$ cat config.mk
export PLATFORM = sky130hd
export DESIGN_NAME = gamepad_frame_receiver_core
export DESIGN_NICKNAME = d
export VERILOG_FILES = /design/src/sv/gfr_pkg.sv /design/src/sv/gfr_unpack.sv /design/src/sv/gfr_out_queue.sv /design/src/sv/gamepad_frame_receiver_core.sv
export VERILOG_INCLUDE_DIRS = /design/src /design/src/sv
export SDC_FILE = /design/constraint.sdc
export NUM_CORES = 1
export LEC_CHECK = 0
export BUFFER_PORTS_ARGS = -buffer_cell sky130_fd_sc_hd__clkbuf_2
export CAP_MARGIN = 20
export CORE_ASPECT_RATIO = 2
export CORE_UTILIZATION = 50
export DETAILED_ROUTE_END_ITERATION = 12
export GPL_ROUTABILITY_DRIVEN = 0
export PLACE_DENSITY = 0.72
export SLEW_MARGIN = 20
export SYNTH_ARGS = -nofsm -noshare
export SYNTH_HDL_FRONTEND = slang
export SYNTH_SLANG_ARGS = --single-unit
$ cat constraint.sdc
create_clock -name clk -period 4.3 [get_ports clk]
set_input_delay 0.215 -clock clk [delete_from_list [all_inputs] [get_ports clk]]
set_output_delay 0.215 -clock clk [all_outputs]
set_load 0.01 [all_outputs]
$ cat src/sv/gamepad_frame_receiver_core_defines.svh
// ---------------------------------------------------------------------------
// Gamepad frame receiver: assertion macros
// Shared concurrent assertion forms, clocked on clk, disabled in reset.
// ---------------------------------------------------------------------------
`ifndef GAMEPAD_FRAME_RECEIVER_CORE_DEFINES_SVH
`define GAMEPAD_FRAME_RECEIVER_CORE_DEFINES_SVH

// Property that holds at every clock edge outside reset
`define GFR_ASSERT_ALWAYS(lbl, expr, msg) \
    lbl: assert property (@(posedge clk) disable iff (!rst_n) (expr)) else $error(msg);

// Antecedent in one cycle implies consequent in the next
`define GFR_ASSERT_NEXT(lbl, ante, cons, msg) \
    lbl: assert property (@(posedge clk) disable iff (!rst_n) (ante) |=> (cons)) \
        else $error(msg);

`endif

$ cat src/sv/gfr_pkg.sv
// ---------------------------------------------------------------------------
// Gamepad frame receiver: package
// Frame constants, report layout and the word moved to the output queue.
// ---------------------------------------------------------------------------
package gfr_pkg;

    // Frame framing
    localparam logic [7:0] START_BYTE = 8'h80;
    localparam logic [3:0] FRAME_LAST = 4'd11;

    // Register map (word index) and reset value
    localparam logic [0:0] REG_DEADZONE   = 1'b0;
    localparam logic [6:0] DEADZONE_RESET = 7'd8;

    // Payload bytes 1..10 of a frame
    typedef logic [10:1][7:0] payload_t;

    // Unpacked report, high field first in the 64-bit layout
    typedef struct packed {
        logic [7:0]  right_y;
        logic [7:0]  right_x;
        logic [7:0]  left_y;
        logic [7:0]  left_x;
        logic [7:0]  right_trigger;
        logic [7:0]  left_trigger;
        logic [15:0] buttons;
    } report_t;

    // One result word
    typedef struct packed {
        logic    checksum_ok;
        report_t report;
    } result_t;

    // Push request into the output queue
    typedef struct packed {
        logic    valid;
        result_t result;
    } push_t;

endpackage

$ cat src/sv/gfr_unpack.sv
// ---------------------------------------------------------------------------
// Gamepad frame receiver: report unpacker
// Pulls buttons, triggers and stick axes out of the 7-bit payload bytes and
// applies the stick dead zone.
// ---------------------------------------------------------------------------
module gfr_unpack (
    input  gfr_pkg::payload_t payload,
    input  logic [6:0]        deadzone,
    output gfr_pkg::report_t  report
);

    // Center at 128, zero inside the dead zone, shrink by it outside
    function automatic logic [7:0] shape_axis(input logic [7:0] raw, input logic [6:0] db);
        logic signed [8:0] v;
        logic signed [8:0] mag;
        logic signed [8:0] dbs;
        logic signed [8:0] res;
        v   = $signed({1'b0, raw}) - 9'sd128;
        mag = v[8] ? -v : v;
        dbs = $signed({2'b00, db});
        if (mag <= dbs)
            res = 9'sd0;
        else if (v[8])
            res = v + dbs;
        else
            res = v - dbs;
        return res[7:0];
    endfunction

    logic [7:0] lx_raw;
    logic [7:0] ly_raw;
    logic [7:0] rx_raw;
    logic [7:0] ry_raw;

    // Raw axis bit gathering
    assign lx_raw = {payload[5][2:0], payload[6][6:2]};
    assign ly_raw = {payload[6][1:0], payload[7][6:1]};
    assign rx_raw = {payload[7][0],   payload[8][6:0]};
    assign ry_raw = {payload[9][6:0], payload[10][6]};

    // Report fields
    always_comb
    begin
        report.buttons       = {payload[3][6:5], payload[2][6:0], payload[1][6:0]};
        report.left_trigger  = {payload[3][4:0], payload[4][6:4]};
        report.right_trigger = {payload[4][3:0], payload[5][6:3]};
        report.left_x        = shape_axis(lx_raw, deadzone);
        report.left_y        = shape_axis(ly_raw, deadzone);
        report.right_x       = shape_axis(rx_raw, deadzone);
        report.right_y       = shape_axis(ry_raw, deadzone);
    end

endmodule

$ cat src/sv/gfr_out_queue.sv
// ---------------------------------------------------------------------------
// Gamepad frame receiver: output queue
// Two-word result queue that decouples the frame logic from the consumer.
// ---------------------------------------------------------------------------
module gfr_out_queue (
    input  logic              clk,
    input  logic              rst_n,
    input  gfr_pkg::push_t    push,
    input  logic              pop,
    output gfr_pkg::result_t  head,
    output logic              head_valid,
    output logic              has_space
);

    gfr_pkg::result_t slot_reg [2];
    logic             wr_ptr_reg;
    logic             wr_ptr_next;
    logic             rd_ptr_reg;
    logic             rd_ptr_next;
    logic [1:0]       count_reg;
    logic [1:0]       count_next;
    logic             do_pop;

    assign head_valid = (count_reg != 2'd0);
    assign has_space  = (count_reg != 2'd2);
    assign head       = slot_reg[rd_ptr_reg];
    assign do_pop     = pop && head_valid;

    // Pointer and fill count update
    always_comb
    begin
        wr_ptr_next = push.valid ? ~wr_ptr_reg : wr_ptr_reg;
        rd_ptr_next = do_pop ? ~rd_ptr_reg : rd_ptr_reg;
        count_next  = count_reg + {1'b0, push.valid} - {1'b0, do_pop};
    end

    always_ff @(posedge clk or negedge rst_n)
    begin
        if (!rst_n)
        begin
            wr_ptr_reg <= 1'b0;
            rd_ptr_reg <= 1'b0;
            count_reg  <= 2'd0;
        end
        else
        begin
            wr_ptr_reg <= wr_ptr_next;
            rd_ptr_reg <= rd_ptr_next;
            count_reg  <= count_next;
        end
    end

    // Slot storage
    always_ff @(posedge clk)
    begin
        if (push.valid)
            slot_reg[wr_ptr_reg] <= push.result;
    end

endmodule

$ cat src/sv/gamepad_frame_receiver_core.sv
// ---------------------------------------------------------------------------
// Gamepad frame receiver core
// Frames 12-byte controller reports from a byte stream, checks the sum byte
// and delivers the last good report on every completed frame.
// ---------------------------------------------------------------------------
// The block takes one byte per clock cycle while in_ready is high. Each
// accepted byte is registered and processed from that register; a frame's
// result word passes the input register and the output queue on its way out.
// A two-word output queue holds results while the consumer stalls; input
// stalls only when a frame completes while both queue slots are occupied.
// The dead zone register lives at byte address 0 of the APB port.
`include "gamepad_frame_receiver_core_defines.svh"

module gamepad_frame_receiver_core (
    input  logic              clk,
    input  logic              rst_n,
    // APB configuration
    input  logic              psel,
    input  logic              penable,
    input  logic              pwrite,
    input  logic [2:0]        paddr,
    input  logic [31:0]       pwdata,
    output logic [31:0]       prdata,
    output logic              pready,
    // Byte input
    input  logic              in_valid,
    output logic              in_ready,
    input  logic [7:0]        rx_byte,
    // Report output
    output logic              out_valid,
    input  logic              out_ready,
    output logic              checksum_ok,
    output logic [15:0]       buttons,
    output logic [7:0]        left_trigger,
    output logic [7:0]        right_trigger,
    output logic signed [7:0] left_x,
    output logic signed [7:0] left_y,
    output logic signed [7:0] right_x,
    output logic signed [7:0] right_y
);

    logic [6:0]        deadzone_reg;
    logic              s1_valid_reg;
    logic              s1_valid_next;
    logic [7:0]        s1_byte_reg;
    logic [3:0]        pos_reg;
    logic [3:0]        pos_next;
    logic [7:0]        sum_reg;
    logic [7:0]        sum_next;
    gfr_pkg::payload_t frame_bytes_reg;
    gfr_pkg::report_t  report_reg;
    gfr_pkg::report_t  report_next;
    gfr_pkg::report_t  unpacked;
    gfr_pkg::push_t    push;
    gfr_pkg::result_t  head;
    logic              has_space;
    logic              cfg_write;
    logic              s1_start;
    logic              s1_done;
    logic              s1_ok;
    logic              s1_advance;
    logic              s1_fire;
    logic              store_byte;

    // APB register access
    assign pready    = 1'b1;
    assign cfg_write = psel && penable && pwrite && pready;
    assign prdata    = (paddr[2] == gfr_pkg::REG_DEADZONE) ? {25'd0, deadzone_reg} : 32'd0;

    always_ff @(posedge clk or negedge rst_n)
    begin
        if (!rst_n)
            deadzone_reg <= gfr_pkg::DEADZONE_RESET;
        else if (cfg_write && (paddr[2] == gfr_pkg::REG_DEADZONE))
            deadzone_reg <= pwdata[6:0];
    end

    // Input register handshake
    assign s1_start   = (s1_byte_reg == gfr_pkg::START_BYTE);
    assign s1_done    = !s1_start && (pos_reg == gfr_pkg::FRAME_LAST);
    assign s1_ok      = (sum_reg == s1_byte_reg);
    assign s1_advance = !s1_done || has_space;
    assign s1_fire    = s1_valid_reg && s1_advance;
    assign in_ready   = !s1_valid_reg || s1_advance;

    always_comb
    begin
        s1_valid_next = s1_valid_reg;
        if (in_valid && in_ready)
            s1_valid_next = 1'b1;
        else if (s1_fire)
            s1_valid_next = 1'b0;
    end

    always_ff @(posedge clk or negedge rst_n)
    begin
        if (!rst_n)
            s1_valid_reg <= 1'b0;
        else
            s1_valid_reg <= s1_valid_next;
    end

    always_ff @(posedge clk)
    begin
        if (in_valid && in_ready)
            s1_byte_reg <= rx_byte;
    end

    // Frame tracking: position and running sum
    always_comb
    begin
        pos_next   = pos_reg;
        sum_next   = sum_reg;
        store_byte = 1'b0;
        if (s1_fire)
        begin
            priority if (s1_start)
            begin
                pos_next = 4'd1;
                sum_next = gfr_pkg::START_BYTE;
            end
            else if ((pos_reg == 4'd0) || (pos_reg > gfr_pkg::FRAME_LAST))
                pos_next = 4'd0;
            else if (pos_reg < gfr_pkg::FRAME_LAST)
            begin
                store_byte = 1'b1;
                sum_next   = sum_reg + s1_byte_reg;
                pos_next   = pos_reg + 4'd1;
            end
            else
                pos_next = 4'd0;
        end
    end

    always_ff @(posedge clk or negedge rst_n)
    begin
        if (!rst_n)
        begin
            pos_reg <= 4'd0;
            sum_reg <= 8'd0;
        end
        else
        begin
            pos_reg <= pos_next;
            sum_reg <= sum_next;
        end
    end

    // Payload byte storage
    always_ff @(posedge clk)
    begin
        for (int i = 1; i <= 10; i++)
        begin
            if (store_byte && (pos_reg == 4'(i)))
                frame_bytes_reg[i] <= s1_byte_reg;
        end
    end

    gfr_unpack u_unpack (
        .payload  (frame_bytes_reg),
        .deadzone (deadzone_reg),
        .report   (unpacked)
    );

    // Result word and last good report
    always_comb
    begin
        push.valid              = s1_fire && s1_done;
        push.result.checksum_ok = s1_ok;
        push.result.report      = s1_ok ? unpacked : report_reg;
        report_next             = (push.valid && s1_ok) ? unpacked : report_reg;
    end

    always_ff @(posedge clk or negedge rst_n)
    begin
        if (!rst_n)
            report_reg <= '0;
        else
            report_reg <= report_next;
    end

    gfr_out_queue u_out_queue (
        .clk        (clk),
        .rst_n      (rst_n),
        .push       (push),
        .pop        (out_ready),
        .head       (head),
        .head_valid (out_valid),
        .has_space  (has_space)
    );

    // Output fields
    assign checksum_ok   = head.checksum_ok;
    assign buttons       = head.report.buttons;
    assign left_trigger  = head.report.left_trigger;
    assign right_trigger = head.report.right_trigger;
    assign left_x        = $signed(head.report.left_x);
    assign left_y        = $signed(head.report.left_y);
    assign right_x       = $signed(head.report.right_x);
    assign right_y       = $signed(head.report.right_y);

    // Checks
    `GFR_ASSERT_ALWAYS(a_pos_range, pos_reg <= gfr_pkg::FRAME_LAST, "frame position out of range")
    `GFR_ASSERT_NEXT(a_stall_holds, s1_valid_reg && s1_done && !has_space, s1_valid_reg && $stable(s1_byte_reg), "completed frame lost while queue full")
    `GFR_ASSERT_NEXT(a_good_updates, push.valid && s1_ok, report_reg == $past(unpacked), "good frame did not update report")
    `GFR_ASSERT_NEXT(a_bad_keeps, push.valid && !s1_ok, $stable(report_reg), "bad frame changed report")

endmodule

==> results of run 1 <==
power by group through the flow:
stage / clock (mW) / combinational (mW) / sequential, mW
2_1_floorplan: 0 / 1.58 / 3.27
3_3_place_gp: 0 / 2.00 / 3.39
3_5_place_dp: 0 / 2.05 / 3.40
4_1_cts: 2.28 / 2.08 / 3.35
5_1_grt: 2.38 / 2.28 / 3.37
6_report: 2.25 / 2.07 / 3.35
per-layer routing:
metal	vias up	wire length, um	track usage
met5	-	0	0
met4	0	1100	0.0868
met3	71	1230	0.0221
met2	257	15700	0.369
met1	4494	12100	0.258
li1	4404	-	-
critical path: cells and delay by family (launching register included):
family | cells | cell delay, ns
buffers and inverters | 2 | 0.88
muxes | 1 | 0.42
and+or+nand+nor | 4 | 1.16
DFF | 1 | 0.71
kinds of logic (layout without fill, tap and decap cells):
group	Yosys count	in the layout
mux	108	108
compound gates	180	180
buf+inv	112	217
simple gates	330	330
flops	290	290
xor+xnor	66	66
fa+ha+maj	79	79
other cells	2	26
area by class of cell:
class / count / area, um2 / share of cell area
flip-flops and latches: 290 / 8270 / 0.512
multi-input cells: 789 / 5670 / 0.351
repair buffers: 133 / 818 / 0.0507
clock buffers: 34 / 648 / 0.0401
well taps: 356 / 445 / 0.0276
clock inverters: 10 / 150 / 0.00929
inverters: 40 / 150 / 0.00929
through the flow:
stage / hold slack (ns) / utilization
global placement: 0.344 / 0.536
detailed placement: 0.348 / 0.536
CTS: 0.272 / 0.571
floorplan: -0.0806 / -
finish: 0.270 / 0.571
global route: 0.318 / 0.571
cells in the mapped netlist, drive strengths merged, types with 4 or more instances:
master	instances
a211oi	6
a21o	14
a21oi	20
a31oi	9
and3	15
buf	42
clkbuf	30
dfrtp	87
edfxtp	202
fa	5
ha	74
inv	39
mux2	108
nand2	199
nand2b	4
nand3	17
nand4	6
nor2	40
nor2b	11
nor3	20
o211ai	5
o21a	19
o21ai	19
o31a	4
o31ai	57
o41ai	10
or3	5
xnor2	38
xor2	28
worst min path at each step:
stage | to | slack [ns] | cells past startpoint
after floorplan | deadzone_reg[0] | -0.08 | 0
after global placement | u_out_queue.count_reg[0] | 0.34 | 1
after detailed placement | sum_reg[3] | 0.35 | 1
after CTS | deadzone_reg[2] | 0.27 | 3
after global routing | deadzone_reg[2] | 0.32 | 3
final | deadzone_reg[2] | 0.27 | 3
repair_timing:
item / in CTS / in global routing
resized for setup: 0 / 0
hold buffers: 18 / 0
endpoints found under the hold margin: 68 / 0
==> results.py, run 1 <==
metrics = {
    "yosys": {
        "synthMuxAreaShare": 0.0844,
        "synth_area_leader_cell": "edfxtp_1",
        "synthCells": 1167,
        "synth_area_um2": 14400,
        "synth_fa_ha_area_frac": 0.0712,
        "ys_seq_area_frac": 0.574,
        "ys_top_cells_by_area": "edfxtp_1 42%, dfrtp_1 15%, mux2_2 7.7%, ha_1 6.4%, nand2_1 5.2%",
        "synth_ff_type": "edfxtp_1",
        "async_reset_ff_frac": 0.303,
        "synth-xor-area-share": 0.0401,
        "synth_cell_types": 60,
        "synth_top_area_frac": 0.421,
        "yosys_warnings": 0,
        "ys_ff_latch": 290,
        "synth_compound_area_frac": 0.0882,
        "synth-simple-area-share": 0.101,
        "synth_edf_count": 202,
        "synth_top_family_by_area": "simple AND/OR/NAND/NOR gates",
        "syn_avg_cell_area_um2": 12.3,
    },
    "cells_and_area": {
        "final_cell_area_um2": 16200,
        "syn2layout_area_growth_pct": 12.1,
        "drive_gt1_frac": 0.201,
        "layout.nets": 1407,
        "final_cells": 1652,
        "final_cell_mix": "202 x edfxtp_1, 198 x nand2_1, 99 x mux2_2, 95 x clkbuf_2, 86 x dfrtp_1",
        "largest_reg_flops": 130,
        "fill_cells": 2304,
        "final_common_cell": "edfxtp_1",
        "n_antenna_cell": 0,
    },
    "worst_setup_path": {
        "slowest_delay_ns": 0.78,
        "r2r-start": "s1_byte_reg[2]",
        "reg2reg_depth": 7,
        "endpoint": "report_reg[29]",
        "crit_slowest_cell": "buf_4",
        "critPathArrivalTime_ns": 3.78,
        "worstSetupStartpointType": "flop",
        "endpoint_kind": "flop",
        "cp_max_fo": 96,
        "rrSetupSlack_ns": 0.93,
        "path_cells": "or4_1, or2_4, nand4_2, inv_2, nand2_4, buf_4, mux2_2",
        "startpoint": "s1_byte_reg[2]",
        "r2r-end": "report_reg[29]",
        "critPathKind": "reg2reg",
        "cp_data_required_time_ns": 4.71,
    },
    "drt": {
        "drt-pass1-iter-count": 5,
        "vias": 9226,
        "drt-total-wl_mm": 30.1,
        "vias_per_cell": 5.58,
        "routedWlPerCell_um": 18.2,
        "drc_errors": 0,
        "detail-route-antenna-nets": 0,
        "drt_iter0_drc": 657,
    },
    "sta": {
        "fin_crit_sh": 0.783,
        "final_max_slew_viol_count": 0,
        "worst_clock_skew_ns": 0.0228,
        "period_needed_ns": 3.37,
        "slew_headroom": 0.284,
        "hold_violations": 0,
        "tightest_slew_ns": 1.07,
        "setup_slack_ns": 0.933,
        "rsz0062_at_grt": "no",
        "finalSetupViolCount": 0,
        "setup_tns_ns": 0,
        "max_freq_mhz": 297,
    },
    "floorplanning": {
        "die_w_um": 122,
        "ios": 150,
        "row_count": 87,
        "coreArea_um2": 28300,
        "die_h_um": 242,
        "start_util": 0.509,
        "die-area_um2": 29500,
    },
    "clock_network": {
        "clock_latency_ns": 0.55,
        "cts_sinks": 290,
        "ctsRootBufferMaster": "clkbuf_16",
        "max-clock-path-buffers": 3,
        "cts_tree": "done",
        "cts.clk_slew.worst_paths_ns": 0.07,
        "cts_made_buffers": 24,
        "htree_levels": 1,
        "cts_setup_buffers": 0,
    },
    "grt": {
        "antenna_found_initial": 0,
        "grt_pass1_vias": 9256,
        "grt_use_total": 0.210,
        "grt_pass1_wl_mm": 48.1,
        "grt_start_max_net_pins": 97,
        "overflow": 0,
    },
    "place": {
        "place_ws_ns": 0.959,
        "dpl.hpwl_mm": 20.5,
        "place_area_um2": 15200,
        "placed_cells": 1590,
        "port_buffers": 96,
    },
    "pwr": {
        "p_sw_frac": 0.311,
        "total_power_mw": 7.66,
        "clock_power_share": 0.293,
        "seq_power_share": 0.437,
        "powerDensity_nw_per_um2": 474,
        "combPwrFrac": 0.270,
        "switching_power_mw": 2.38,
        "vdd_drop_max_v": 0.000287,
        "cellLeakagePower_nw": 6.78,
        "power.internal_mw": 5.28,
    },
    "run_status": {
        "outcome": "finished, final reports clean",
    },
    "hold_path": {
        "min_from": "pwrite",
        "hp-class": "in2reg",
    },
    "flow_run": {
        "drv_cap": 0,
    },
}
(Power assumes the default switching activity.)
==> run 2, diff against run 1 <==
- ABC_AREA: not set -> 1
- clock period: 4.3 -> 2.9 ns (I/O delays scaled with it)
==> results.py, run 2 <==
metrics = {
    "run_status": {
        "outcome": "finished, final reports clean",
    },
    "sta": {
        "hold_violations": 0,
        "rsz0062_at_grt": "yes",
        "max_freq_mhz": 368,
        "fin_crit_sh": 0.936,
        "final_max_slew_viol_count": 0,
        "worst_clock_skew_ns": 0.0273,
        "setup_slack_ns": 0.184,
        "slew_headroom": 0.529,
        "period_needed_ns": 2.72,
        "finalSetupViolCount": 0,
        "tightest_slew_ns": 0.707,
    },
    "cells_and_area": {
        "layout.nets": 1895,
        "n_antenna_cell": 0,
        "largest_reg_flops": 130,
        "drive_gt1_frac": 0.130,
        "final_util": 0.582,
        "final_cell_mix": "578 x nand2_1, 202 x edfxtp_1, 175 x inv_1, 109 x nand3_1, 95 x clkbuf_2",
        "final_common_cell": "nand2_1",
        "syn2layout_area_growth_pct": 15.1,
        "final_cell_area_um2": 17100,
        "final_cells": 2150,
    },
    "place": {
        "placed_cells": 2084,
        "dpl.hpwl_mm": 22.7,
        "place_area_um2": 16000,
        "place_ws_ns": 0.124,
        "port_buffers": 96,
    },
    "yosys": {
        "ys_top_cells_by_area": "edfxtp_1 41%, nand2_1 15%, dfrtp_1 15%, ha_1 6.2%, inv_1 4.4%",
        "synth_area_um2": 14900,
        "yosysMostFrequentCell": "nand2_1",
        "synth_ff_type": "edfxtp_1",
        "synth_top_area_frac": 0.408,
        "netlist_top_cells_count": "581 x nand2_1, 202 x edfxtp_1, 176 x inv_1, 109 x nand3_1, 95 x o21ai_0",
        "synthMuxAreaShare": 0,
        "synth_compound_area_frac": 0.0511,
        "async_reset_ff_frac": 0.303,
        "synth-simple-area-share": 0.220,
        "synth_cell_types": 40,
        "synthCells": 1614,
        "ys_seq_area_frac": 0.556,
        "ys_ff_latch": 290,
        "synth_fa_ha_area_frac": 0.0690,
        "synth_area_leader_cell": "edfxtp_1",
        "syn_avg_cell_area_um2": 9.22,
        "yosys_warnings": 0,
        "synth-xor-area-share": 0.0276,
        "synth_top_family_by_area": "simple AND/OR/NAND/NOR gates",
        "synth_edf_count": 202,
    },
    "grt": {
        "antenna_found_initial": 0,
        "overflow": 0,
        "grt_pass1_wl_mm": 52.2,
        "grt_start_max_net_pins": 99,
        "grt_pass1_vias": 10743,
        "grt_use_total": 0.219,
    },
    "drt": {
        "detail-route-antenna-nets": 0,
        "vias": 10995,
        "routedWlPerCell_um": 14.8,
        "drc_errors": 0,
        "drt_iter0_drc": 650,
        "vias_per_cell": 5.11,
        "drt-pass1-iter-count": 7,
        "drt-total-wl_mm": 31.8,
    },
    "floorplanning": {
        "ios": 150,
        "die_h_um": 246,
        "row_count": 89,
        "coreArea_um2": 29400,
        "die-area_um2": 30500,
        "die_w_um": 124,
        "start_util": 0.506,
    },
    "hold_path": {
        "hp-class": "in2async",
    },
    "pwr": {
        "powerDensity_nw_per_um2": 695,
        "cellLeakagePower_nw": 8.13,
        "vdd_drop_max_v": 0.000585,
        "total_power_mw": 11.9,
    },
    "clock_network": {
        "cts_setup_buffers": 0,
        "cts_sinks": 290,
        "clock_latency_ns": 0.55,
        "ctsRootBufferMaster": "clkbuf_16",
        "cts.clk_slew.worst_paths_ns": 0.06,
        "cts_made_buffers": 26,
        "max-clock-path-buffers": 3,
        "htree_levels": 1,
        "cts_tree": "done",
    },
    "worst_setup_path": {
        "worstSetupStartpointType": "flop",
        "cp_max_fo": 6,
        "endpoint_kind": "flop",
        "cp_data_required_time_ns": 3.17,
        "critPathKind": "reg2reg",
        "critPathArrivalTime_ns": 2.99,
    },
    "flow_run": {
        "drv_cap": 0,
    },
}
-- run 2: power breakdown --
part,leakage [nW],switching [mW],internal [mW]
clock network,0.432,1.51,2.02
logic,4.67,2.26,1.24
registers,3.03,0.175,4.69
total,8.13,3.94,7.96
-- run 2: layout make-up --
| cell class | instances | area [um2] |
|---|---|---|
| tap | 364 | 455 |
| inverter | 182 | 683 |
| fill | 2548 | 12300 |
| clock inverter | 20 | 229 |
| multi-input combinational | 1088 | 5610 |
| timing repair buffer | 178 | 1210 |
| sequential | 290 | 8270 |
| clock buffer | 28 | 658 |
-- run 2: routing by layer --
| layer | vias up | global-route usage | wire, um |
|---|---|---|---|
| met3 | 89 | 0.0262 | 1410 |
| met1 | 5084 | 0.242 | 12000 |
| met2 | 323 | 0.405 | 16900 |
| li1 | 5499 | - | - |
| met5 | - | 0 | 0 |
| met4 | 0 | 0.101 | 1450 |
-- run 2: final timing paths --
kind	end	depth (start not counted)	slack, ns	startpoint
max	u_out_queue.slot_reg[0][55]	15	0.18	deadzone_reg[1]
min reg2reg	report_reg[9]	2	0.47	frame_bytes_reg[10]
min	report_reg[8]	2	0.07	rst_n
max reg2reg	u_out_queue.slot_reg[0][55]	15	0.18	deadzone_reg[1]
max in group asynchronous	report_reg[53]	3	2.11	rst_n
min in group clk	deadzone_reg[3]	3	0.20	pwrite
-- run 2: cell families after synthesis --
group	count (synthesis)
and+or+nand+nor	790
DFF	290
adders and majority gates	79
buffers and inverters	260
xor gates and xnor gates	46
other	2
AOI/OAI and AO/OA	147
-- run 2: metrics by stage --
| stage | hold slack [ns] | setup TNS (ns) |
|---|---|---|
| CTS | 0.0622 | 0 |
| global route | 0.103 | -0.146 |
| detailed placement | 0.107 | 0 |
| finish | 0.0661 | 0 |
| floorplan | -0.151 | -35.65 |
| global placement | 0.105 | 0 |
-- run 2: critical path: stages (launching register included) --
cell	delay [ns]
dfrtp_1	0.36
inv_1	0.06
ha_1	0.19
buf_4	0.14
xor2_1	0.35
o21ai_0	0.21
ha_1	0.43
nand3_1	0.12
nand3_1	0.12
nand2_1	0.06
nand2_1	0.08
nand2_1	0.06
inv_1	0.05
nor2_1	0.05
nand3_1	0.08
nand2_1	0.10
-- run 2: repair_timing --
action,4_1_cts,5_1_grt
resized for setup,0,10
hold buffers,18,0
hold endpoints to repair,97,0
setup endpoints to repair,0,62
==> run 3, diff against run 2 <==
- ABC_AREA: 1 -> not set
==> results.py, run 3 (synthesis results as in run 1) <==
metrics = {
    "drt": {
        "drt-total-wl_mm": 30.8,
        "drc_errors": 0,
        "detail-route-antenna-nets": 0,
        "vias_per_cell": 5.53,
        "drt_iter0_drc": 424,
        "routedWlPerCell_um": 18.0,
        "vias": 9471,
        "drt-pass1-iter-count": 5,
    },
    "grt": {
        "antenna_found_initial": 0,
        "overflow": 0,
        "grt_pass1_vias": 9388,
        "grt_pass1_wl_mm": 47.8,
        "grt_use_total": 0.210,
        "grt_start_max_net_pins": 97,
    },
    "flow_run": {
        "drv_cap": 0,
    },
    "sta": {
        "fin_crit_sh": 0.985,
        "final_max_slew_viol_count": 0,
        "slew_headroom": 0.390,
        "tightest_slew_ns": 0.912,
        "finalSetupViolCount": 0,
        "hold_violations": 0,
        "rsz0062_at_grt": "yes",
        "period_needed_ns": 2.86,
        "worst_clock_skew_ns": 0.0179,
        "max_freq_mhz": 350,
        "setup_slack_ns": 0.0421,
    },
    "floorplanning": {
        "row_count": 87,
        "ios": 150,
        "start_util": 0.509,
        "coreArea_um2": 28300,
        "die_w_um": 122,
        "die_h_um": 242,
        "die-area_um2": 29500,
    },
    "cells_and_area": {
        "n_antenna_cell": 0,
        "layout.nets": 1466,
        "drive_gt1_frac": 0.274,
        "largest_reg_flops": 130,
        "final_util": 0.604,
        "final_cell_mix": "202 x edfxtp_1, 194 x nand2_1, 99 x mux2_2, 95 x clkbuf_2, 86 x dfrtp_1",
        "final_cells": 1712,
        "final_common_cell": "edfxtp_1",
        "syn2layout_area_growth_pct": 18.6,
    },
    "worst_setup_path": {
        "cp_data_required_time_ns": 3.18,
        "startpoint": "deadzone_reg[0]",
        "r2r-start": "deadzone_reg[0]",
        "critPathKind": "reg2reg",
        "cp_max_fo": 4,
        "endpoint_kind": "flop",
        "reg2reg_depth": 11,
        "rrSetupSlack_ns": 0.04,
        "critPathArrivalTime_ns": 3.14,
        "worstSetupStartpointType": "flop",
        "r2r-end": "u_out_queue.slot_reg[1][47]",
    },
    "clock_network": {
        "max-clock-path-buffers": 3,
        "cts_sinks": 290,
        "clock_latency_ns": 0.55,
        "cts_made_buffers": 25,
        "cts_tree": "done",
        "cts.clk_slew.worst_paths_ns": 0.07,
        "ctsRootBufferMaster": "clkbuf_16",
        "htree_levels": 1,
    },
    "place": {
        "dpl.hpwl_mm": 21.8,
        "placed_cells": 1640,
        "place_ws_ns": -0.0826,
        "port_buffers": 96,
    },
    "pwr": {
        "cellLeakagePower_nw": 7.28,
        "p_sw_frac": 0.307,
        "switching_power_mw": 3.73,
        "total_power_mw": 12.2,
        "seq_power_share": 0.400,
        "powerDensity_nw_per_um2": 711,
        "clock_power_share": 0.297,
        "power.internal_mw": 8.42,
        "vdd_drop_max_v": 0.000609,
        "combPwrFrac": 0.303,
    },
    "run_status": {
        "outcome": "finished, final reports clean",
    },
    "hold_path": {
        "hp-class": "in2async",
    },
}
run 3: how the worst max path moves through the flow:
stage / slack, ns / end / cells after the start
CTS: 0.01 / u_out_queue.slot_reg[1][47] / 11
detailed placement: -0.08 / u_out_queue.slot_reg[0][46] / 10
floorplan: -0.17 / u_out_queue.slot_reg[0][0] / 4
finish: 0.04 / u_out_queue.slot_reg[1][47] / 11
global placement: -0.03 / u_out_queue.slot_reg[0][46] / 10
global route: -0.07 / u_out_queue.slot_reg[0][33] / 11
run 3: power groups by stage:
| stage | sequential (mW) | combinational, mW | clock, mW |
|---|---|---|---|
| 3_5_place_dp | 4.94 | 3.41 | 0 |
| 3_3_place_gp | 4.93 | 3.33 | 0 |
| 6_report | 4.86 | 3.69 | 3.61 |
| 2_1_floorplan | 4.84 | 2.35 | 0 |
| 4_1_cts | 4.86 | 3.46 | 3.69 |
| 5_1_grt | 4.89 | 4.02 | 3.80 |
run 3: timing repair:
action | in CTS | in global routing
setup buffers | 0 | 8
endpoints found under the setup margin | 10 | 57
hold endpoints to repair | 63 | 0
pin swaps | 1 | 15
hold buffers | 18 | 0
gates resized for setup | 5 | 55
run 3: final cells by class:
type	count	area, um2
Clock buffer	33	676
Clock inverter	13	215
Fill cell	2221	11200
Inverter	40	154
Multi-Input combinational cell	789	5990
Sequential cell	290	8270
Tap cell	356	445
Timing Repair Buffer	191	1340
run 3: layer usage:
metal / share of wire / GRT usage / vias to the layer above
li1: - / - / 4517
met1: 0.39 / 0.236 / 4622
met2: 0.53 / 0.378 / 235
met3: 0.033 / 0.0221 / 97
met4: 0.056 / 0.114 / 0
met5: 0 / 0 / -
run 3: critical path: stages (launching register included):
cell and delay (ns):
dfrtp_1 0.41, or3_4 0.41, or3_4 0.38, buf_6 0.14
nand2_4 0.06, xnor2_2 0.06, ha_1 0.33, or3_1 0.31
o21ai_1 0.09, a21oi_1 0.06, xnor2_1 0.25, o31ai_2 0.09
run 3: through the flow:
stage | hold WS, ns | instance area [um2] | TNS (ns)
6_report | 0.142 | 17100 | 0
5_1_grt | 0.209 | 17100 | -0.752
4_1_cts | 0.157 | 16700 | 0
3_5_place_dp | 0.207 | 15600 | -0.356
3_3_place_gp | 0.201 | 15600 | -0.0568
2_1_floorplan | -0.151 | 14500 | -22.68
